### config.mk
export PLATFORM = sky130hd
export DESIGN_NAME = stack_expression_evaluator
export DESIGN_NICKNAME = d
export VERILOG_FILES = /design/src/rtl/core/sxe_pkg.sv /design/src/rtl/core/sxe_stack.sv /design/src/rtl/core/sxe_alu.sv /design/src/rtl/core/stack_expression_evaluator.sv
export SDC_FILE = /design/constraint.sdc
export NUM_CORES = 2
export LEC_CHECK = 0
export BUFFER_PORTS_ARGS = -buffer_cell sky130_fd_sc_hd__buf_4
export CORE_AREA = 2 2 396 398
export CTS_BUF_LIST = sky130_fd_sc_hd__clkbuf_2 sky130_fd_sc_hd__clkbuf_4 sky130_fd_sc_hd__clkbuf_8
export DETAILED_ROUTE_END_ITERATION = 12
export DIE_AREA = 0 0 398 400
export PLACE_DENSITY = 0.74
export SLEW_MARGIN = 20
export SYNTH_ARGS = -nofsm -noshare
export SYNTH_HDL_FRONTEND = slang
export SYNTH_SLANG_ARGS = --single-unit
### constraint.sdc
create_clock -name i_clk -period 27.3 [get_ports i_clk]
set_input_delay 2.73 -clock i_clk [delete_from_list [all_inputs] [get_ports i_clk]]
set_output_delay 2.73 -clock i_clk [all_outputs]
set_load 0.01 [all_outputs]
### src/rtl/core/sxe_pkg.sv
package sxe_pkg;

    // Field widths of the token and result items.
    localparam int DATA_W = 32;
    localparam int OP_W   = 3;
    localparam int ST_W   = 3;
    localparam int FRAC_W = 16;

    // Default stack depth handed to the top level.
    localparam int STACK_DEPTH_DEF = 16;

    // Quotient bits produced by the restoring divider, one per cycle.
    localparam int DIV_STEPS = DATA_W + FRAC_W;

    // Token kinds.
    localparam logic [OP_W-1:0] OP_NUM = 3'd0;
    localparam logic [OP_W-1:0] OP_ADD = 3'd1;
    localparam logic [OP_W-1:0] OP_SUB = 3'd2;
    localparam logic [OP_W-1:0] OP_MUL = 3'd3;
    localparam logic [OP_W-1:0] OP_DIV = 3'd4;

    // Status codes.
    localparam logic [ST_W-1:0] ST_OK        = 3'd0;
    localparam logic [ST_W-1:0] ST_UNDERFLOW = 3'd1;
    localparam logic [ST_W-1:0] ST_DIVZERO   = 3'd2;
    localparam logic [ST_W-1:0] ST_NOT_ONE   = 3'd3;
    localparam logic [ST_W-1:0] ST_OVERFLOW  = 3'd4;

    // Saturation bounds of Q16.16.
    localparam logic [DATA_W-1:0] Q_MAX = 32'h7FFF_FFFF;
    localparam logic [DATA_W-1:0] Q_MIN = 32'h8000_0000;

    // Request from the sequencer to the arithmetic unit.
    typedef struct packed {
        logic            start;
        logic [OP_W-1:0] op;
    } t_alu_req;

endpackage

### src/rtl/core/sxe_stack.sv
module sxe_stack #(
    parameter int DEPTH = sxe_pkg::STACK_DEPTH_DEF,
    parameter int AW    = $clog2(DEPTH)
) (
    input  logic                      i_clk,
    input  logic                      i_we,
    input  logic [AW-1:0]             i_waddr,
    input  logic [sxe_pkg::DATA_W-1:0] i_wdata,
    input  logic                      i_re,
    input  logic [AW-1:0]             i_raddr_a,
    input  logic [AW-1:0]             i_raddr_b,
    output logic [sxe_pkg::DATA_W-1:0] o_rdata_a,
    output logic [sxe_pkg::DATA_W-1:0] o_rdata_b
);

    logic [sxe_pkg::DATA_W-1:0] r_mem [DEPTH];
    logic [sxe_pkg::DATA_W-1:0] r_rdata_a;
    logic [sxe_pkg::DATA_W-1:0] r_rdata_b;

    // One write port.
    always_ff @(posedge i_clk) begin
        if (i_we) begin
            r_mem[i_waddr] <= i_wdata;
        end
    end

    // Two registered read ports, used together to fetch both operands.
    always_ff @(posedge i_clk) begin
        if (i_re) begin
            r_rdata_a <= r_mem[i_raddr_a];
            r_rdata_b <= r_mem[i_raddr_b];
        end
    end

    assign o_rdata_a = r_rdata_a;
    assign o_rdata_b = r_rdata_b;

endmodule

### src/rtl/core/sxe_alu.sv
module sxe_alu (
    input  logic                       i_clk,
    input  logic                       i_rst_n,
    input  sxe_pkg::t_alu_req          i_req,
    input  logic [sxe_pkg::DATA_W-1:0] i_lhs,
    input  logic [sxe_pkg::DATA_W-1:0] i_rhs,
    output logic                       o_done,
    output logic [sxe_pkg::DATA_W-1:0] o_result
);

    localparam int DW  = sxe_pkg::DATA_W;
    localparam int QW  = sxe_pkg::DIV_STEPS;
    localparam int FW  = sxe_pkg::FRAC_W;
    localparam int CNW = $clog2(QW);
    localparam int MW  = 2 * DW - FW + 1;

    localparam logic [1:0] A_IDLE = 2'd0;
    localparam logic [1:0] A_MUL  = 2'd1;
    localparam logic [1:0] A_DIV  = 2'd2;
    localparam logic [1:0] A_FIN  = 2'd3;

    logic [1:0]        r_state;
    logic              r_done;
    logic [DW-1:0]     r_result;
    logic [2*DW-1:0]   r_prod;
    logic [QW-1:0]     r_dvd;
    logic [DW-1:0]     r_dvs;
    logic [DW-1:0]     r_rem;
    logic [CNW-1:0]    r_cnt;
    logic              r_neg;

    logic [DW:0]       w_sum;
    logic [DW:0]       w_diff;
    logic [MW-1:0]     w_mq;
    logic              w_rnd;
    logic [DW-1:0]     w_mul_res;
    logic [DW:0]       w_shift;
    logic [DW:0]       w_trial;
    logic              w_qbit;
    logic [DW-1:0]     w_div_res;

    // Clamp a 33-bit sum into the Q16.16 range.
    function automatic logic [DW-1:0] sat33(input logic [DW:0] s);
        if (s[DW] != s[DW-1]) begin
            sat33 = s[DW] ? sxe_pkg::Q_MIN : sxe_pkg::Q_MAX;
        end else begin
            sat33 = s[DW-1:0];
        end
    endfunction

    // Magnitude of a signed word as an unsigned word.
    function automatic logic [DW-1:0] abs32(input logic [DW-1:0] x);
        abs32 = x[DW-1] ? (~x + DW'(1)) : x;
    endfunction

    // Add and subtract with one extra bit for overflow detection.
    assign w_sum  = {i_lhs[DW-1], i_lhs} + {i_rhs[DW-1], i_rhs};
    assign w_diff = {i_lhs[DW-1], i_lhs} - {i_rhs[DW-1], i_rhs};

    // Product scaled down by 2^16, truncating toward zero, then saturated.
    assign w_rnd = r_prod[2*DW-1] && (r_prod[FW-1:0] != '0);
    assign w_mq  = {r_prod[2*DW-1], r_prod[2*DW-1:FW]} + MW'(w_rnd);
    always_comb begin
        if (w_mq[MW-1:DW-1] == '0 || w_mq[MW-1:DW-1] == '1) begin
            w_mul_res = w_mq[DW-1:0];
        end else begin
            w_mul_res = w_mq[MW-1] ? sxe_pkg::Q_MIN : sxe_pkg::Q_MAX;
        end
    end

    // One restoring divider step: shift in the next dividend bit and trial subtract.
    assign w_shift = {r_rem, r_dvd[QW-1]};
    assign w_trial = w_shift - {1'b0, r_dvs};
    assign w_qbit  = !w_trial[DW];

    // Apply the quotient sign and saturate.
    always_comb begin
        if (r_neg) begin
            if (r_dvd > QW'(sxe_pkg::Q_MIN)) begin
                w_div_res = sxe_pkg::Q_MIN;
            end else begin
                w_div_res = ~r_dvd[DW-1:0] + DW'(1);
            end
        end else begin
            if (r_dvd[QW-1:DW-1] != '0) begin
                w_div_res = sxe_pkg::Q_MAX;
            end else begin
                w_div_res = r_dvd[DW-1:0];
            end
        end
    end

    // Control of the shared unit.
    always_ff @(posedge i_clk) begin
        if (!i_rst_n) begin
            r_state <= A_IDLE;
            r_done  <= 1'b0;
        end else begin
            r_done <= 1'b0;
            case (r_state)
                A_IDLE: begin
                    if (i_req.start) begin
                        case (i_req.op)
                            sxe_pkg::OP_MUL: r_state <= A_MUL;
                            sxe_pkg::OP_DIV: r_state <= A_DIV;
                            default:         r_done  <= 1'b1;
                        endcase
                    end
                end
                A_MUL: begin
                    r_done  <= 1'b1;
                    r_state <= A_IDLE;
                end
                A_DIV: begin
                    if (r_cnt == CNW'(QW - 1)) begin
                        r_state <= A_FIN;
                    end
                end
                A_FIN: begin
                    r_done  <= 1'b1;
                    r_state <= A_IDLE;
                end
                default: r_state <= A_IDLE;
            endcase
        end
    end

    // Datapath registers of the shared unit.
    always_ff @(posedge i_clk) begin
        case (r_state)
            A_IDLE: begin
                if (i_req.start) begin
                    r_prod   <= $signed(i_lhs) * $signed(i_rhs);
                    r_neg    <= i_lhs[DW-1] ^ i_rhs[DW-1];
                    r_dvd    <= {abs32(i_lhs), FW'(0)};
                    r_dvs    <= abs32(i_rhs);
                    r_rem    <= '0;
                    r_cnt    <= '0;
                    r_result <= (i_req.op == sxe_pkg::OP_SUB) ? sat33(w_diff) : sat33(w_sum);
                end
            end
            A_MUL: begin
                r_result <= w_mul_res;
            end
            A_DIV: begin
                r_rem <= w_qbit ? w_trial[DW-1:0] : w_shift[DW-1:0];
                r_dvd <= {r_dvd[QW-2:0], w_qbit};
                r_cnt <= r_cnt + CNW'(1);
            end
            A_FIN: begin
                r_result <= w_div_res;
            end
            default: r_result <= r_result;
        endcase
    end

    assign o_done   = r_done;
    assign o_result = r_result;

endmodule

### src/rtl/core/stack_expression_evaluator.sv
// Postfix / prefix expression evaluator on a bounded Q16.16 operand stack.
// Input channel (i_s_axis_*): one token per item. tuser carries the token
// kind in bits 2:0, tdata the Q16.16 number in bits 31:0 (used only by a
// number token), and tlast marks the last token of an expression.
// Output channel (o_m_axis_*): one item per expression, sent after its last
// token, with value in bits 31:0 and status in bits 34:32. i_cfg_we with
// i_cfg_wdata selects prefix order (1) or postfix order (0). The user must
// ensure it is written only between tokens; the block does not enforce it.
// Per token: a number is pushed; an operator reads both operands, runs the
// shared arithmetic unit and writes the result back. Divide uses the unit's
// restoring divider, which produces one of 48 quotient bits per cycle. A
// last token then loads the result register. The block takes one token at
// a time; tready is high only while the sequencer is idle.
// A finished result waits in the output register while new tokens are taken;
// only a further last token waits for the receiver to take the previous one.
// Reset (i_rst_n low at a clock edge) empties the stack, clears the error
// and the output valid flag, and selects postfix order. The stack memory
// itself is not cleared; entries are only read after being written.
module stack_expression_evaluator #(
    parameter int STACK_DEPTH = sxe_pkg::STACK_DEPTH_DEF
) (
    input  logic        i_clk,
    input  logic        i_rst_n,
    input  logic        i_s_axis_tvalid,
    output logic        o_s_axis_tready,
    input  logic [31:0] i_s_axis_tdata,   // number [31:0]
    input  logic [2:0]  i_s_axis_tuser,   // op [2:0]
    input  logic        i_s_axis_tlast,
    output logic        o_m_axis_tvalid,
    input  logic        i_m_axis_tready,
    output logic [39:0] o_m_axis_tdata,   // value [31:0], status [34:32], zero fill
    input  logic        i_cfg_we,
    input  logic        i_cfg_wdata
);

    localparam int DW = sxe_pkg::DATA_W;
    localparam int OW = sxe_pkg::OP_W;
    localparam int SW = sxe_pkg::ST_W;
    localparam int AW = $clog2(STACK_DEPTH);
    localparam int CW = $clog2(STACK_DEPTH + 1);

    localparam logic [1:0] S_IDLE = 2'd0;
    localparam logic [1:0] S_EXEC = 2'd1;
    localparam logic [1:0] S_WAIT = 2'd2;
    localparam logic [1:0] S_EMIT = 2'd3;

    logic [1:0]    r_state, n_state;
    logic [CW-1:0] r_count, n_count;
    logic [SW-1:0] r_err, n_err;
    logic [DW-1:0] r_bottom, n_bottom;
    logic [OW-1:0] r_op, n_op;
    logic          r_last, n_last;
    logic          r_prefix;
    logic          r_out_valid, n_out_valid;
    logic [DW-1:0] r_out_value, n_out_value;
    logic [SW-1:0] r_out_status, n_out_status;

    logic          w_accept;
    logic [OW-1:0] w_in_op;
    logic [DW-1:0] w_in_num;
    logic [CW-1:0] w_cnt_m1;
    logic [CW-1:0] w_cnt_m2;
    logic          w_we;
    logic [AW-1:0] w_waddr;
    logic [DW-1:0] w_wdata;
    logic          w_re;
    logic [DW-1:0] w_top;
    logic [DW-1:0] w_next;
    logic [DW-1:0] w_lhs;
    logic [DW-1:0] w_rhs;
    logic          w_alu_done;
    logic [DW-1:0] w_alu_result;
    logic [1:0]    w_end_state;

    sxe_pkg::t_alu_req w_alu_req;

    assign w_accept = i_s_axis_tvalid && o_s_axis_tready;
    assign w_in_op  = i_s_axis_tuser[OW-1:0];
    assign w_in_num = i_s_axis_tdata[DW-1:0];
    assign w_cnt_m1 = r_count - CW'(1);
    assign w_cnt_m2 = r_count - CW'(2);

    // Operand order follows the selected notation.
    assign w_lhs = r_prefix ? w_top : w_next;
    assign w_rhs = r_prefix ? w_next : w_top;

    // Where a finished token goes: report on the last token, else wait for the next.
    assign w_end_state = r_last ? S_EMIT : S_IDLE;

    sxe_stack #(
        .DEPTH (STACK_DEPTH),
        .AW    (AW)
    ) u_stack (
        .i_clk     (i_clk),
        .i_we      (w_we),
        .i_waddr   (w_waddr),
        .i_wdata   (w_wdata),
        .i_re      (w_re),
        .i_raddr_a (w_cnt_m1[AW-1:0]),
        .i_raddr_b (w_cnt_m2[AW-1:0]),
        .o_rdata_a (w_top),
        .o_rdata_b (w_next)
    );

    sxe_alu u_alu (
        .i_clk    (i_clk),
        .i_rst_n  (i_rst_n),
        .i_req    (w_alu_req),
        .i_lhs    (w_lhs),
        .i_rhs    (w_rhs),
        .o_done   (w_alu_done),
        .o_result (w_alu_result)
    );

    // Sequencer: takes a token, fetches operands, runs the unit, writes back.
    always_comb begin
        n_state       = r_state;
        n_count       = r_count;
        n_err         = r_err;
        n_bottom      = r_bottom;
        n_op          = r_op;
        n_last        = r_last;
        n_out_valid   = r_out_valid && !i_m_axis_tready;
        n_out_value   = r_out_value;
        n_out_status  = r_out_status;
        w_we          = 1'b0;
        w_waddr       = r_count[AW-1:0];
        w_wdata       = w_in_num;
        w_re          = 1'b0;
        w_alu_req     = '{start: 1'b0, op: r_op};

        case (r_state)
            S_IDLE: begin
                if (w_accept) begin
                    n_op   = w_in_op;
                    n_last = i_s_axis_tlast;
                    n_state = i_s_axis_tlast ? S_EMIT : S_IDLE;
                    if (r_err != sxe_pkg::ST_OK || w_in_op > sxe_pkg::OP_DIV) begin
                        // Error already set or unknown kind: the token changes nothing.
                    end else if (w_in_op == sxe_pkg::OP_NUM) begin
                        if (r_count >= CW'(STACK_DEPTH)) begin
                            n_err = sxe_pkg::ST_OVERFLOW;
                        end else begin
                            w_we    = 1'b1;
                            n_count = r_count + CW'(1);
                            if (r_count == '0) begin
                                n_bottom = w_in_num;
                            end
                        end
                    end else if (r_count < CW'(2)) begin
                        n_err = sxe_pkg::ST_UNDERFLOW;
                    end else begin
                        w_re    = 1'b1;
                        n_state = S_EXEC;
                    end
                end
            end
            S_EXEC: begin
                if (r_op == sxe_pkg::OP_DIV && w_rhs == '0) begin
                    n_err   = sxe_pkg::ST_DIVZERO;
                    n_state = w_end_state;
                end else begin
                    w_alu_req.start = 1'b1;
                    n_state         = S_WAIT;
                end
            end
            S_WAIT: begin
                if (w_alu_done) begin
                    // Two operands popped, the result pushed in their place.
                    w_we    = 1'b1;
                    w_waddr = w_cnt_m2[AW-1:0];
                    w_wdata = w_alu_result;
                    n_count = w_cnt_m1;
                    if (w_cnt_m2 == '0) begin
                        n_bottom = w_alu_result;
                    end
                    n_state = w_end_state;
                end
            end
            S_EMIT: begin
                if (!r_out_valid || i_m_axis_tready) begin
                    n_out_valid = 1'b1;
                    if (r_err != sxe_pkg::ST_OK) begin
                        n_out_status = r_err;
                        n_out_value  = '0;
                    end else if (r_count != CW'(1)) begin
                        n_out_status = sxe_pkg::ST_NOT_ONE;
                        n_out_value  = '0;
                    end else begin
                        n_out_status = sxe_pkg::ST_OK;
                        n_out_value  = r_bottom;
                    end
                    n_count = '0;
                    n_err   = sxe_pkg::ST_OK;
                    n_state = S_IDLE;
                end
            end
            default: n_state = S_IDLE;
        endcase
    end

    // Control state.
    always_ff @(posedge i_clk) begin
        if (!i_rst_n) begin
            r_state     <= S_IDLE;
            r_count     <= '0;
            r_err       <= sxe_pkg::ST_OK;
            r_out_valid <= 1'b0;
            r_prefix    <= 1'b0;
        end else begin
            r_state     <= n_state;
            r_count     <= n_count;
            r_err       <= n_err;
            r_out_valid <= n_out_valid;
            if (i_cfg_we) begin
                r_prefix <= i_cfg_wdata;
            end
        end
    end

    // Payload registers.
    always_ff @(posedge i_clk) begin
        r_bottom     <= n_bottom;
        r_op         <= n_op;
        r_last       <= n_last;
        r_out_value  <= n_out_value;
        r_out_status <= n_out_status;
    end

    assign o_s_axis_tready = (r_state == S_IDLE);
    assign o_m_axis_tvalid = r_out_valid;
    assign o_m_axis_tdata  = {5'd0, r_out_status, r_out_value};

endmodule

==> run metrics <==
Post-CTS Setup Repair Bufs 0; total number of vias 59353; Clock transition at path regs 60 ps; Port-buffer cells 78; actual slew at the worst max-slew pin 1220 ps; Nets 8685; number of global-route vias before repair 61668; Max-slew headroom 0.184; Hold Vio Cnt, Final 0; Worst Hold Class register to register; Top Family by Delay on Critical Path adder cells; Max Root-Sink Buffers 3; post-synth cell types 93; worst min-delay path startpoint r_bottom[28]; vias per std cell 6.28; layout cells sized above 1 0.130; CTS Sinks 877; max frequency 0.0877 GHz; Root Driver clkbuf_8; sequential area share after synthesis 0.321; fillers 12543; R2R setup slack 15900 ps; Critical Path End Type register; Die Y 400 um; gpl congestion 1.04; Crit Reg-Reg Endpoint u_alu.r_prod[56]; Synth Flop Type edfxtp_1; CP peak stage delay 1070 ps; Hold Buf Count CTS 0; worst hold path endpoint r_out_value[28]; Iter 0 DRT Violations 7639; CP required 27960 ps; Maximum Capacitance Violations 0; commonest non-fill, non-tap cell in the layout inv_1; final WL 256 mm; clock skew 54.9 ps; Die W 398 um; Avg Synthesized Cell Area 11.3 sq um; total track usage 0.328; Ports 84; RR Startpoint r_prefix; GRT Residual Overflow 0; cells after synthesis 7251; first-pass GRT wire length 384 mm; Worst Path Max Fanout 37; Initial Util 0.526; Resized cells post-CTS 0; commonest cells after routing, fill and taps aside inv_1 (1159), fa_1 (1085), edfxtp_1 (862), nand2_1 (773), nor2_1 (736); Seq cells post-synth 877; Post-synth EDFFs 862; Ys Warns 0; status completed; Pins Over Slew Limit 0; DP HPWL 184 mm; DRC Markers 0; hold depth 1; final worst path period need 11400 ps; DRT antenna net count 0; largest net degree at the start of global routing 123; worst reg2reg path depth 28; instance count on the critical path 28; First-pass DRT Iterations 6; CORE AREA 155000 sq um; critical setup path kind register to register; arrival time at the worst endpoint 12060 ps; number of buffers created by CTS 149; row count 145; slowest cell on the critical path fa_1; CTS tree done; wire length per cell 27.1 um; Layout area overhead 8.05%; final worst-path cycle share 0.418; cell mode on critical path fa_1; initial antenna violation count 21; # setup viols final 0; RSZ-0062 raised after global routing no; H-tree levels 4; crit start category register; CP Buf/Inv Count 6; synthesized cell area 81600 sq um; clk_lat worst skew 910 ps; asr flop ratio synth 0; setup_tns 0 ps; area of the die 159000 sq um
## registers in the layout (all words and copies together), names as in the netlist, 2 cells and up
register	cells
r_op	3
u_alu.r_dvs	32
u_alu.r_dvd	48
u_alu.o_result	32
u_alu.r_cnt	6
r_state	2
u_stack.o_rdata_b	32
u_alu.r_prod	64
r_out_value	32
r_err	3
u_stack.r_mem	512
u_stack.o_rdata_a	32
r_out_status	3
u_alu.r_rem	32
r_bottom	32
r_count	5
u_alu.r_state	2
## cell type report
class | count | area, sq um | area share
Multi-Input combinational cell | 4819 | 50100 | 0.568
Clock buffer | 195 | 2400 | 0.0272
Inverter | 1189 | 4460 | 0.0506
Clock inverter | 71 | 674 | 0.00765
Antenna cell | 11 | 27.5 | 0.000312
Sequential cell | 877 | 26200 | 0.297
Timing Repair Buffer | 229 | 1730 | 0.0196
Tap cell | 2058 | 2570 | 0.0292
## how the worst max path moves through the flow
stage                             endpoint  startpoint  slack (ps)
after floorplan           u_alu.r_prod[56]    r_prefix       17190
after global placement    u_alu.r_prod[56]    r_prefix       16200
after detailed placement  u_alu.r_prod[56]    r_prefix       15970
after CTS                 u_alu.r_prod[56]    r_prefix       15990
after global routing      u_alu.r_prod[56]    r_prefix       15280
final                     u_alu.r_prod[56]    r_prefix       15900
## routing by layer
metal	vias to the layer above	routed length, um	global-route usage	part of all wire
li1	24219	-	-	-
met1	29743	87200	0.409	0.34
met2	4322	116000	0.508	0.45
met3	1053	34400	0.0973	0.13
met4	16	18200	0.198	0.071
met5	-	133	0	0.00052
## synth_stat cells (33+ instances only)
cell      count  area (sq um)
nand3_1      65           325
o21a_1       40           300
inv_1      1160          4350
and2_1       65           407
o21ai_0     167           836
a31oi_1      53           332
buf_1        54           203
mux2i_1      93           931
ha_1        293          3670
nor2_1      756          2840
xor2_1       60           526
mux4_2      320          7210
a21oi_1     241          1210
edfxtp_1    862         25900
fa_1       1085         21700
nand2_1     774          2910
o31ai_1      33           248
clkbuf_1    290          1090
a21o_1       58           435
nor3_1       67           335
xnor2_1     185          1620
mux2_2       38           428
## kinds of logic after synthesis
family | Yosys count | synth area share
AO/OA/AOI/OAI | 778 | 0.0604
XOR/XNOR | 245 | 0.0263
adder cells (fa/ha/maj) | 1378 | 0.311
buffers and inverters | 1559 | 0.0726
flip-flops | 877 | 0.321
multiplexers | 457 | 0.106
other | 1 | 0.0000459
AND/OR/NAND/NOR | 1956 | 0.103
## per-stage QoR
step	setup slack, ps	instance area, sq um	cells	util	hold WS, ps
after global routing	15280	88200	9439	0.568	513
after global placement	16200	85100	9172	0.548	501
after CTS	15990	88200	9438	0.568	515
after detailed placement	15970	85100	9172	0.549	505
after floorplan	17190	81600	7255	-	475
final	15900	88200	9449	0.569	501
Power is not shown: default switching activity piles up to over one toggle a cycle in this logic, so the estimate is an artifact.
